===== src/rtl/core/rlpl_pkg.sv =====
package rlpl_pkg;

	localparam int ROUTE_ENTRIES_DEF = 16;
	localparam int PORT_COUNT_DEF    = 4;

	typedef enum logic [1:0] {
		ACT_WRITE_ROUTE = 2'd0,
		ACT_WRITE_PORT  = 2'd1,
		ACT_LOOKUP      = 2'd2
	} action_t;

	typedef enum logic [2:0] {
		ST_CLEAR,
		ST_IDLE,
		ST_SCAN,
		ST_PORT,
		ST_FIN
	} state_t;

	typedef struct packed {
		logic [1:0]  action;
		logic [3:0]  entry_index;
		logic        entry_valid;
		logic [31:0] prefix_addr;
		logic [31:0] prefix_mask;
		logic [1:0]  port_id;
		logic [31:0] port_addr;
		logic [31:0] lookup_addr;
	} rlpl_in_t;

	typedef struct packed {
		logic        hit;
		logic [1:0]  matched_port;
		logic [31:0] source_addr;
		logic [31:0] matched_mask;
	} rlpl_out_t;

	// one route table word
	typedef struct packed {
		logic        valid;
		logic [1:0]  port;
		logic [31:0] mask;
		logic [31:0] prefix;
	} rlpl_route_t;

	// per-cycle memory strobes
	typedef struct packed {
		logic we;
		logic re;
	} rlpl_mem_ctl_t;

endpackage


===== src/rtl/core/rlpl_route_mem.sv =====
module rlpl_route_mem #(
	parameter int DEPTH = rlpl_pkg::ROUTE_ENTRIES_DEF,
	parameter int AW    = (DEPTH > 1) ? $clog2(DEPTH) : 1
) (
	input  logic                  clk,
	input  rlpl_pkg::rlpl_mem_ctl_t ctl,
	input  logic [AW-1:0]         waddr,
	input  rlpl_pkg::rlpl_route_t wdata,
	input  logic [AW-1:0]         raddr,
	output rlpl_pkg::rlpl_route_t rdata
);

	rlpl_pkg::rlpl_route_t mem [DEPTH];
	rlpl_pkg::rlpl_route_t rd_data_q;

	always_ff @(posedge clk) begin
		if (ctl.we) begin
			mem[waddr] <= wdata;
		end
	end

	always_ff @(posedge clk) begin
		if (ctl.re) begin
			rd_data_q <= mem[raddr];
		end
	end

	assign rdata = rd_data_q;

endmodule


===== src/rtl/core/rlpl_port_mem.sv =====
module rlpl_port_mem #(
	parameter int DEPTH = rlpl_pkg::PORT_COUNT_DEF,
	parameter int AW    = (DEPTH > 1) ? $clog2(DEPTH) : 1
) (
	input  logic                    clk,
	input  logic                    arst_n,
	input  rlpl_pkg::rlpl_mem_ctl_t ctl,
	input  logic [AW-1:0]           waddr,
	input  logic [31:0]             wdata,
	input  logic [AW-1:0]           raddr,
	output logic [31:0]             rdata
);

	logic [31:0]      mem [DEPTH];
	logic [DEPTH-1:0] vld_q;
	logic [31:0]      rd_data_q;
	logic             rd_vld_q;

	always_ff @(posedge clk) begin
		if (ctl.we) begin
			mem[waddr] <= wdata;
		end
		if (ctl.re) begin
			rd_data_q <= mem[raddr];
		end
	end

	// written flags, an unwritten port reads as zero
	always_ff @(posedge clk or negedge arst_n) begin
		if (!arst_n) begin
			vld_q    <= '0;
			rd_vld_q <= 1'b0;
		end else begin
			if (ctl.we) begin
				vld_q[waddr] <= 1'b1;
			end
			if (ctl.re) begin
				rd_vld_q <= vld_q[raddr];
			end
		end
	end

	assign rdata = rd_vld_q ? rd_data_q : 32'd0;

endmodule


===== src/rtl/core/rlpl_ctrl.sv =====
module rlpl_ctrl #(
	parameter int ROUTE_ENTRIES = rlpl_pkg::ROUTE_ENTRIES_DEF,
	parameter int PORT_COUNT    = rlpl_pkg::PORT_COUNT_DEF,
	parameter int RIDX_W        = (ROUTE_ENTRIES > 1) ? $clog2(ROUTE_ENTRIES) : 1,
	parameter int PIDX_W        = (PORT_COUNT > 1) ? $clog2(PORT_COUNT) : 1
) (
	input  logic                    clk,
	input  logic                    arst_n,
	input  logic                    req_valid,
	output logic                    req_ready,
	input  rlpl_pkg::rlpl_in_t      req,
	output logic                    rsp_valid,
	input  logic                    rsp_ready,
	output rlpl_pkg::rlpl_out_t     rsp,
	output rlpl_pkg::rlpl_mem_ctl_t rt_ctl,
	output logic [RIDX_W-1:0]       rt_waddr,
	output rlpl_pkg::rlpl_route_t   rt_wdata,
	output logic [RIDX_W-1:0]       rt_raddr,
	input  rlpl_pkg::rlpl_route_t   rt_rdata,
	output rlpl_pkg::rlpl_mem_ctl_t pt_ctl,
	output logic [PIDX_W-1:0]       pt_waddr,
	output logic [31:0]             pt_wdata,
	output logic [PIDX_W-1:0]       pt_raddr,
	input  logic [31:0]             pt_rdata
);

	localparam int CNT_W = $clog2(ROUTE_ENTRIES + 1);

	rlpl_pkg::state_t    state_q, state_d;
	logic [CNT_W-1:0]    idx_q;
	logic [31:0]         addr_q;
	logic                found_q;
	logic [31:0]         best_mask_q;
	logic [1:0]          best_port_q;
	rlpl_pkg::rlpl_out_t out_q;
	logic                out_valid_q;

	logic                accept;
	logic                out_load;
	logic                match;
	logic [31:0]         entry32;
	logic [31:0]         wport32;
	logic [31:0]         bport32;
	logic                route_ok;
	logic                wport_ok;
	logic                bport_ok;
	rlpl_pkg::rlpl_out_t res;

	assign entry32  = 32'(req.entry_index);
	assign wport32  = 32'(req.port_id);
	assign bport32  = 32'(best_port_q);
	assign route_ok = entry32 < 32'(ROUTE_ENTRIES);
	assign wport_ok = wport32 < 32'(PORT_COUNT);
	assign bport_ok = bport32 < 32'(PORT_COUNT);

	// entry from the memory against the address being looked up
	assign match = rt_rdata.valid
		&& (((rt_rdata.prefix ^ addr_q) & rt_rdata.mask) == 32'd0)
		&& (rt_rdata.mask >= best_mask_q);

	always_comb begin
		res.hit          = found_q;
		res.matched_port = found_q ? best_port_q : 2'd0;
		res.matched_mask = found_q ? best_mask_q : 32'd0;
		res.source_addr  = (found_q && bport_ok) ? pt_rdata : 32'd0;
	end

	always_comb begin
		state_d   = state_q;
		req_ready = 1'b0;
		accept    = 1'b0;
		out_load  = 1'b0;
		rt_ctl    = '0;
		rt_waddr  = '0;
		rt_wdata  = '0;
		rt_raddr  = '0;
		pt_ctl    = '0;
		pt_waddr  = '0;
		pt_wdata  = '0;
		pt_raddr  = '0;
		case (state_q)
			rlpl_pkg::ST_CLEAR: begin
				rt_ctl.we = 1'b1;
				rt_waddr  = idx_q[RIDX_W-1:0];
				if (idx_q == CNT_W'(ROUTE_ENTRIES - 1)) begin
					state_d = rlpl_pkg::ST_IDLE;
				end
			end
			rlpl_pkg::ST_IDLE: begin
				req_ready = 1'b1;
				if (req_valid) begin
					accept  = 1'b1;
					state_d = rlpl_pkg::ST_FIN;
					case (req.action)
						rlpl_pkg::ACT_WRITE_ROUTE: begin
							rt_ctl.we       = route_ok;
							rt_waddr        = entry32[RIDX_W-1:0];
							rt_wdata.valid  = req.entry_valid;
							rt_wdata.port   = req.port_id;
							rt_wdata.mask   = req.prefix_mask;
							rt_wdata.prefix = req.prefix_addr;
						end
						rlpl_pkg::ACT_WRITE_PORT: begin
							pt_ctl.we = wport_ok;
							pt_waddr  = wport32[PIDX_W-1:0];
							pt_wdata  = req.port_addr;
						end
						rlpl_pkg::ACT_LOOKUP: begin
							rt_ctl.re = 1'b1;
							state_d   = rlpl_pkg::ST_SCAN;
						end
						default: begin
							state_d = rlpl_pkg::ST_FIN;
						end
					endcase
				end
			end
			rlpl_pkg::ST_SCAN: begin
				if (idx_q != CNT_W'(ROUTE_ENTRIES)) begin
					rt_ctl.re = 1'b1;
					rt_raddr  = idx_q[RIDX_W-1:0];
				end else begin
					state_d = rlpl_pkg::ST_PORT;
				end
			end
			rlpl_pkg::ST_PORT: begin
				pt_ctl.re = 1'b1;
				pt_raddr  = bport32[PIDX_W-1:0];
				state_d   = rlpl_pkg::ST_FIN;
			end
			rlpl_pkg::ST_FIN: begin
				if (!out_valid_q || rsp_ready) begin
					out_load = 1'b1;
					state_d  = rlpl_pkg::ST_IDLE;
				end
			end
			default: begin
				state_d = rlpl_pkg::ST_IDLE;
			end
		endcase
	end

	always_ff @(posedge clk or negedge arst_n) begin
		if (!arst_n) begin
			state_q     <= rlpl_pkg::ST_CLEAR;
			idx_q       <= '0;
			out_valid_q <= 1'b0;
		end else begin
			state_q <= state_d;
			if (state_q == rlpl_pkg::ST_CLEAR) begin
				idx_q <= idx_q + CNT_W'(1);
			end else if (accept) begin
				idx_q <= CNT_W'(1);
			end else if (state_q == rlpl_pkg::ST_SCAN && idx_q != CNT_W'(ROUTE_ENTRIES)) begin
				idx_q <= idx_q + CNT_W'(1);
			end
			if (out_load) begin
				out_valid_q <= 1'b1;
			end else if (rsp_ready) begin
				out_valid_q <= 1'b0;
			end
		end
	end

	always_ff @(posedge clk) begin
		if (accept) begin
			addr_q      <= req.lookup_addr;
			found_q     <= 1'b0;
			best_mask_q <= 32'd0;
			best_port_q <= 2'd0;
		end else if (state_q == rlpl_pkg::ST_SCAN && match) begin
			found_q     <= 1'b1;
			best_mask_q <= rt_rdata.mask;
			best_port_q <= rt_rdata.port;
		end
		if (out_load) begin
			out_q <= res;
		end
	end

	assign rsp_valid = out_valid_q;
	assign rsp       = out_q;

	a_lookup_scan: assert property (@(posedge clk) disable iff (!arst_n)
		accept && req.action == rlpl_pkg::ACT_LOOKUP |=> state_q == rlpl_pkg::ST_SCAN)
		else $error("lookup did not start a scan");

	a_scan_count: assert property (@(posedge clk) disable iff (!arst_n)
		state_q == rlpl_pkg::ST_SCAN |-> idx_q != '0 && idx_q <= CNT_W'(ROUTE_ENTRIES))
		else $error("scan index out of range");

	a_scan_end: assert property (@(posedge clk) disable iff (!arst_n)
		state_q == rlpl_pkg::ST_SCAN && idx_q == CNT_W'(ROUTE_ENTRIES)
		|=> state_q == rlpl_pkg::ST_PORT)
		else $error("scan did not end after last entry");

	a_miss_zero: assert property (@(posedge clk) disable iff (!arst_n)
		out_valid_q && !out_q.hit |-> out_q.matched_port == 2'd0
		&& out_q.matched_mask == 32'd0 && out_q.source_addr == 32'd0)
		else $error("miss item carries nonzero fields");

endmodule


===== src/rtl/core/route_longest_prefix_lookup_unit.sv =====
// channel  dir  handshake              payload
// req      in   req_valid / req_ready  rlpl_pkg::rlpl_in_t  (action, route / port / lookup)
// rsp      out  rsp_valid / rsp_ready  rlpl_pkg::rlpl_out_t (hit, port, source, mask)
//
// one item at a time; a write goes from accept to the FIN state, which loads its result
// into the output register once that register is free or rsp_ready is high
// a lookup goes from accept through the SCAN and PORT states to FIN and the output register:
// one route memory read per entry, then one read of the port address memory
// after reset a clearing pass over every route entry zeroes the route valid bits,
// req_ready stays low meanwhile
// the output register lets the next item in while a result waits on rsp_ready
module route_longest_prefix_lookup_unit #(
	parameter int ROUTE_ENTRIES = rlpl_pkg::ROUTE_ENTRIES_DEF,
	parameter int PORT_COUNT    = rlpl_pkg::PORT_COUNT_DEF
) (
	input  logic                clk,
	input  logic                arst_n,
	input  logic                req_valid,
	output logic                req_ready,
	input  rlpl_pkg::rlpl_in_t  req,
	output logic                rsp_valid,
	input  logic                rsp_ready,
	output rlpl_pkg::rlpl_out_t rsp
);

	localparam int RIDX_W = (ROUTE_ENTRIES > 1) ? $clog2(ROUTE_ENTRIES) : 1;
	localparam int PIDX_W = (PORT_COUNT > 1) ? $clog2(PORT_COUNT) : 1;

	// route table port
	rlpl_pkg::rlpl_mem_ctl_t rt_ctl;
	logic [RIDX_W-1:0]       rt_waddr;
	rlpl_pkg::rlpl_route_t   rt_wdata;
	logic [RIDX_W-1:0]       rt_raddr;
	rlpl_pkg::rlpl_route_t   rt_rdata;

	// port address table port
	rlpl_pkg::rlpl_mem_ctl_t pt_ctl;
	logic [PIDX_W-1:0]       pt_waddr;
	logic [31:0]             pt_wdata;
	logic [PIDX_W-1:0]       pt_raddr;
	logic [31:0]             pt_rdata;

	// sequencer: clearing pass, writes, linear scan with best-mask tracking
	rlpl_ctrl #(
		.ROUTE_ENTRIES (ROUTE_ENTRIES),
		.PORT_COUNT    (PORT_COUNT),
		.RIDX_W        (RIDX_W),
		.PIDX_W        (PIDX_W)
	) u_ctrl (
		.clk       (clk),
		.arst_n    (arst_n),
		.req_valid (req_valid),
		.req_ready (req_ready),
		.req       (req),
		.rsp_valid (rsp_valid),
		.rsp_ready (rsp_ready),
		.rsp       (rsp),
		.rt_ctl    (rt_ctl),
		.rt_waddr  (rt_waddr),
		.rt_wdata  (rt_wdata),
		.rt_raddr  (rt_raddr),
		.rt_rdata  (rt_rdata),
		.pt_ctl    (pt_ctl),
		.pt_waddr  (pt_waddr),
		.pt_wdata  (pt_wdata),
		.pt_raddr  (pt_raddr),
		.pt_rdata  (pt_rdata)
	);

	// prefix, mask, port and valid of every route in one word
	rlpl_route_mem #(
		.DEPTH (ROUTE_ENTRIES),
		.AW    (RIDX_W)
	) u_route_mem (
		.clk   (clk),
		.ctl   (rt_ctl),
		.waddr (rt_waddr),
		.wdata (rt_wdata),
		.raddr (rt_raddr),
		.rdata (rt_rdata)
	);

	// own address per port, unwritten ports read as zero
	rlpl_port_mem #(
		.DEPTH (PORT_COUNT),
		.AW    (PIDX_W)
	) u_port_mem (
		.clk    (clk),
		.arst_n (arst_n),
		.ctl    (pt_ctl),
		.waddr  (pt_waddr),
		.wdata  (pt_wdata),
		.raddr  (pt_raddr),
		.rdata  (pt_rdata)
	);

endmodule

===== config.mk =====
export PLATFORM = sky130hd
export DESIGN_NAME = route_longest_prefix_lookup_unit
export DESIGN_NICKNAME = d
export VERILOG_FILES = /design/src/rtl/core/rlpl_pkg.sv /design/src/rtl/core/rlpl_route_mem.sv /design/src/rtl/core/rlpl_port_mem.sv /design/src/rtl/core/rlpl_ctrl.sv /design/src/rtl/core/route_longest_prefix_lookup_unit.sv
export SDC_FILE = /design/constraint.sdc
export NUM_CORES = 2
export LEC_CHECK = 0
export ABC_CLOCK_PERIOD_IN_PS = 7300
export BUFFER_PORTS_ARGS = -buffer_cell sky130_fd_sc_hd__buf_2
export CORE_AREA = 2 2 317 319
export DETAILED_ROUTE_END_ITERATION = 16
export DIE_AREA = 0 0 319 321
export HOLD_SLACK_MARGIN = 0.08
export PLACE_DENSITY = 0.78
export SETUP_SLACK_MARGIN = 0.1
export SYNTH_ARGS = -nofsm -noshare
export SYNTH_HDL_FRONTEND = slang
export SYNTH_SLANG_ARGS = --single-unit

===== constraint.sdc =====
create_clock -name clk -period 7.3 [get_ports clk]
set_input_delay 1.46 -clock clk [delete_from_list [all_inputs] [get_ports clk]]
set_output_delay 1.46 -clock clk [all_outputs]
set_load 0.1 [all_outputs]

==> metrics.yaml <==
run_status:
  status: "complete, no violations"
cts:
  cts_made_buffers: 145
  holdBufCountCts: 0
  clkSlewWorstSetupHoldPaths_ns: 0.06
  cts-htree-levels: 4
  cts_setup_buffers: 0
  cts_tree: "done"
  cts_sinks: 1447
  cts_resized: 0
  clock_path_buffers: 3
  worstSkewPairLatency_ns: 0.75
  cts.root.buffer_cell: "clkbuf_16"
synth:
  yosysSeqAreaShare: 0.731
  synth.avg_cell_area_um2: 15.0
  synth_edf_count: 1398
  synth_nets: 4101
  synthFlopType: "edfxtp_1"
  synth_area_um2: 58900
  synthCells: 3925
  yosys_warnings: 0
  ys_ff_latch: 1447
  ys_types: 65
  synthArstFlopShare: 0.00968
routing:
  first_pass_iters: 9
  avgViaCountPerCell: 6.51
  drt-initial-drc-count: 4947
  wirelength_mm: 146
  remaining_drc_errors: 0
  ant_nets: 0
  vias: 35582
  routedWlPerCell_um: 26.7
timing:
  final-setup-viol-count: 0
  totalNegativeSetupSlack_ns: 0
  period_share: 0.619
  maxSlewHeadroom: 0.209
  timing.fmax_ghz: 0.221
  tightest_slew_ns: 1.19
  hold_viol: 0
  skew_ns: 0.0239
  period_needed_ns: 4.52
  worst_slack_ns: 2.78
  final_max_slew_viol_count: 0
  rsz0062_at_grt: "no"
global_route:
  grt_usage: 0.283
  grt_pass1_wl_mm: 217
  grt_pass1_vias: 34727
  grt_max_degree: 137
  overflow: 0
  antenna_found_initial: 5
floorplanning:
  die_w_um: 319
  core.rowCount: 116
  die_h_um: 321
  coreArea_um2: 99300
  start_util: 0.593
  die_area_um2: 102000
  num_io_pins: 210
worst_setup_path:
  r2r-start: "u_ctrl.idx_q[0]$_DFFE_PN0P_"
  cp.arrival_ns: 5.01
  cpLargestDelayFamily: "buffers and inverters"
  path_buf_inv: 2
  critPathSlowestCell: "dfrtp_4"
  regToRegEndpoint: "u_route_mem.rdata[10]$_DFFE_PP_"
  path_class: "flop to flop"
  path_max_fanout: 79
  end_kind: "flop"
  crit_chain: "inv_6, ha_1, nand4bb_4, nand2_4, buf_12, mux2_2, o221ai_1, o211ai_1, o31a_1"
  worst-r2r-setup-slack_ns: 2.78
  critPathMaxStageDelay_ns: 0.74
  worstRegToRegCells: 9
  cp_data_required_time_ns: 7.79
  crit_path_start_kind: "flop"
pwr:
  irDropWorstVdd_v: 0.000271
  power_density_nw_per_um2: 362
  p_leak_nw: 21.8
  power_mw: 23.8
place:
  port_buffers: 209
  place_congestion: 0.828
  dpl-instance-area_um2: 61200
  dp_slack_ns: 2.17
  dpl.hpwl_mm: 80.9
layout:
  layout-drive-gt1-share: 0.158
  final_nets: 4226
  antennaDiodeCount: 0
  syn_to_final_growth_pct: 11.5
  fin_area_um2: 65700
  final_cell_mix: "1398 x edfxtp_1, 352 x nand2_1, 209 x buf_2"
  mostFrequentLayoutCell: "edfxtp_1"
run:
  maxCapViolCount: 0
worst_hold_path:
  min_path_cells: 2
  hold_path.class: "flop to flop"
  min_from: "u_ctrl.best_mask_q[6]$_SDFFE_PP0P_"
  worst_hold_path.endpoint: "u_ctrl.best_mask_q[6]$_SDFFE_PP0P_"
-- synthesized netlist by cell type (4+ instances only) --
master | number | area share
edfxtp_1 | 1398 | 0.71
nand2_1 | 355 | 0.023
clkbuf_1 | 181 | 0.012
nor2_1 | 162 | 0.010
o22ai_1 | 137 | 0.015
a211oi_1 | 135 | 0.017
a311oi_1 | 134 | 0.020
and2_1 | 134 | 0.014
nor2b_1 | 105 | 0.011
mux2i_1 | 102 | 0.017
buf_2 | 82 | 0.0070
nand2b_1 | 76 | 0.0081
nand3_1 | 73 | 0.0062
or2_2 | 72 | 0.0076
mux2_2 | 70 | 0.013
o211ai_1 | 67 | 0.0085
o221ai_1 | 67 | 0.010
o22a_1 | 67 | 0.010
o31a_1 | 67 | 0.010
a22oi_1 | 42 | 0.0054
inv_1 | 39 | 0.0025
and3_1 | 35 | 0.0037
dfxtp_1 | 35 | 0.012
ha_1 | 35 | 0.0074
xor2_1 | 34 | 0.0051
a31oi_1 | 32 | 0.0034
o21ai_1 | 31 | 0.0026
mux2_1 | 30 | 0.0057
buf_1 | 17 | 0.0011
a21oi_1 | 15 | 0.0013
dfrtp_1 | 14 | 0.0059
buf_4 | 12 | 0.0015
o21ai_0 | 10 | 0.00085
nand4_1 | 8 | 0.00085
nor3_1 | 6 | 0.00051
a21o_1 | 4 | 0.00051
-- kinds of logic after synthesis --
logic type      Yosys count  synth area share
fa+ha+maj                35           0.00743
compound gates          825             0.107
flops                  1447             0.731
mux                     202            0.0365
xor+xnor                 34           0.00506
buf+inv                 336            0.0249
simple gates           1046            0.0885
-- sequential cells by signal, summed over array words and instances (netlist names) --
signal and count:
u_ctrl.addr_q 32, u_port_mem.mem 128, u_ctrl.best_mask_q 32, u_port_mem.rd_vld_q 1, u_ctrl.best_port_q 2, u_ctrl.found_q 1
u_route_mem.rdata 67, u_port_mem.vld_q 4, u_ctrl.state_q 3, u_route_mem.mem 1072, u_ctrl.idx_q 5, u_ctrl.rsp 67
u_port_mem.rd_data_q 32, u_ctrl.rsp_valid 1
-- power breakdown --
group / switching [mW] / total (mW) / internal (mW)
Sequential: 0.580 / 11.0 / 10.4
Clock: 3.02 / 7.05 / 4.03
Combinational: 3.92 / 5.77 / 1.84
-- worst max path at each step --
| stage | from | to | slack (ns) | depth (start not counted) |
|---|---|---|---|---|
| after floorplan | req_valid | u_route_mem.rdata[0]$_DFFE_PP_ | 1.45 | 4 |
| after global placement | req_valid | u_route_mem.mem[3][31]$_DFFE_PP_ | 2.14 | 9 |
| after detailed placement | req_valid | u_route_mem.mem[3][26]$_DFFE_PP_ | 2.17 | 9 |
| after CTS | u_ctrl.idx_q[0]$_DFFE_PN0P_ | u_route_mem.rdata[10]$_DFFE_PP_ | 2.87 | 9 |
| after global routing | u_ctrl.idx_q[0]$_DFFE_PN0P_ | u_route_mem.rdata[10]$_DFFE_PP_ | 2.59 | 9 |
| final | u_ctrl.idx_q[0]$_DFFE_PN0P_ | u_route_mem.rdata[10]$_DFFE_PP_ | 2.78 | 9 |
-- per-stage QoR --
stage | hold WS, ns | std cells | util
6_report | 0.468 | 5465 | 0.662
3_5_place_dp | 0.456 | 5201 | 0.617
2_1_floorplan | 0.433 | 3925 | -
3_3_place_gp | 0.449 | 5201 | 0.617
5_1_grt | 0.481 | 5465 | 0.662
4_1_cts | 0.471 | 5465 | 0.662
-- layer usage --
metal	share of wire	track usage	wire length (µm)
met5	0.00031	0	45
met4	0.034	0.108	4980
met3	0.12	0.0660	17300
met2	0.47	0.445	68000
met1	0.38	0.389	55600
-- layout make-up --
cell class / count / area [µm²]
clock buffers: 199 / 4020
repair buffers: 274 / 1730
flip-flops and latches: 1447 / 43000
clock inverters: 65 / 464
fillers: 6588 / 33600
multi-input cells: 2142 / 14700
inverters: 40 / 155
well taps: 1298 / 1620
-- worst min-delay path, stage by stage, from the launching register on --
cell,delay (ns)
dfxtp_1,0.31
nand2_1,0.05
mux2i_1,0.05
Power figures use the tool's default switching activity.
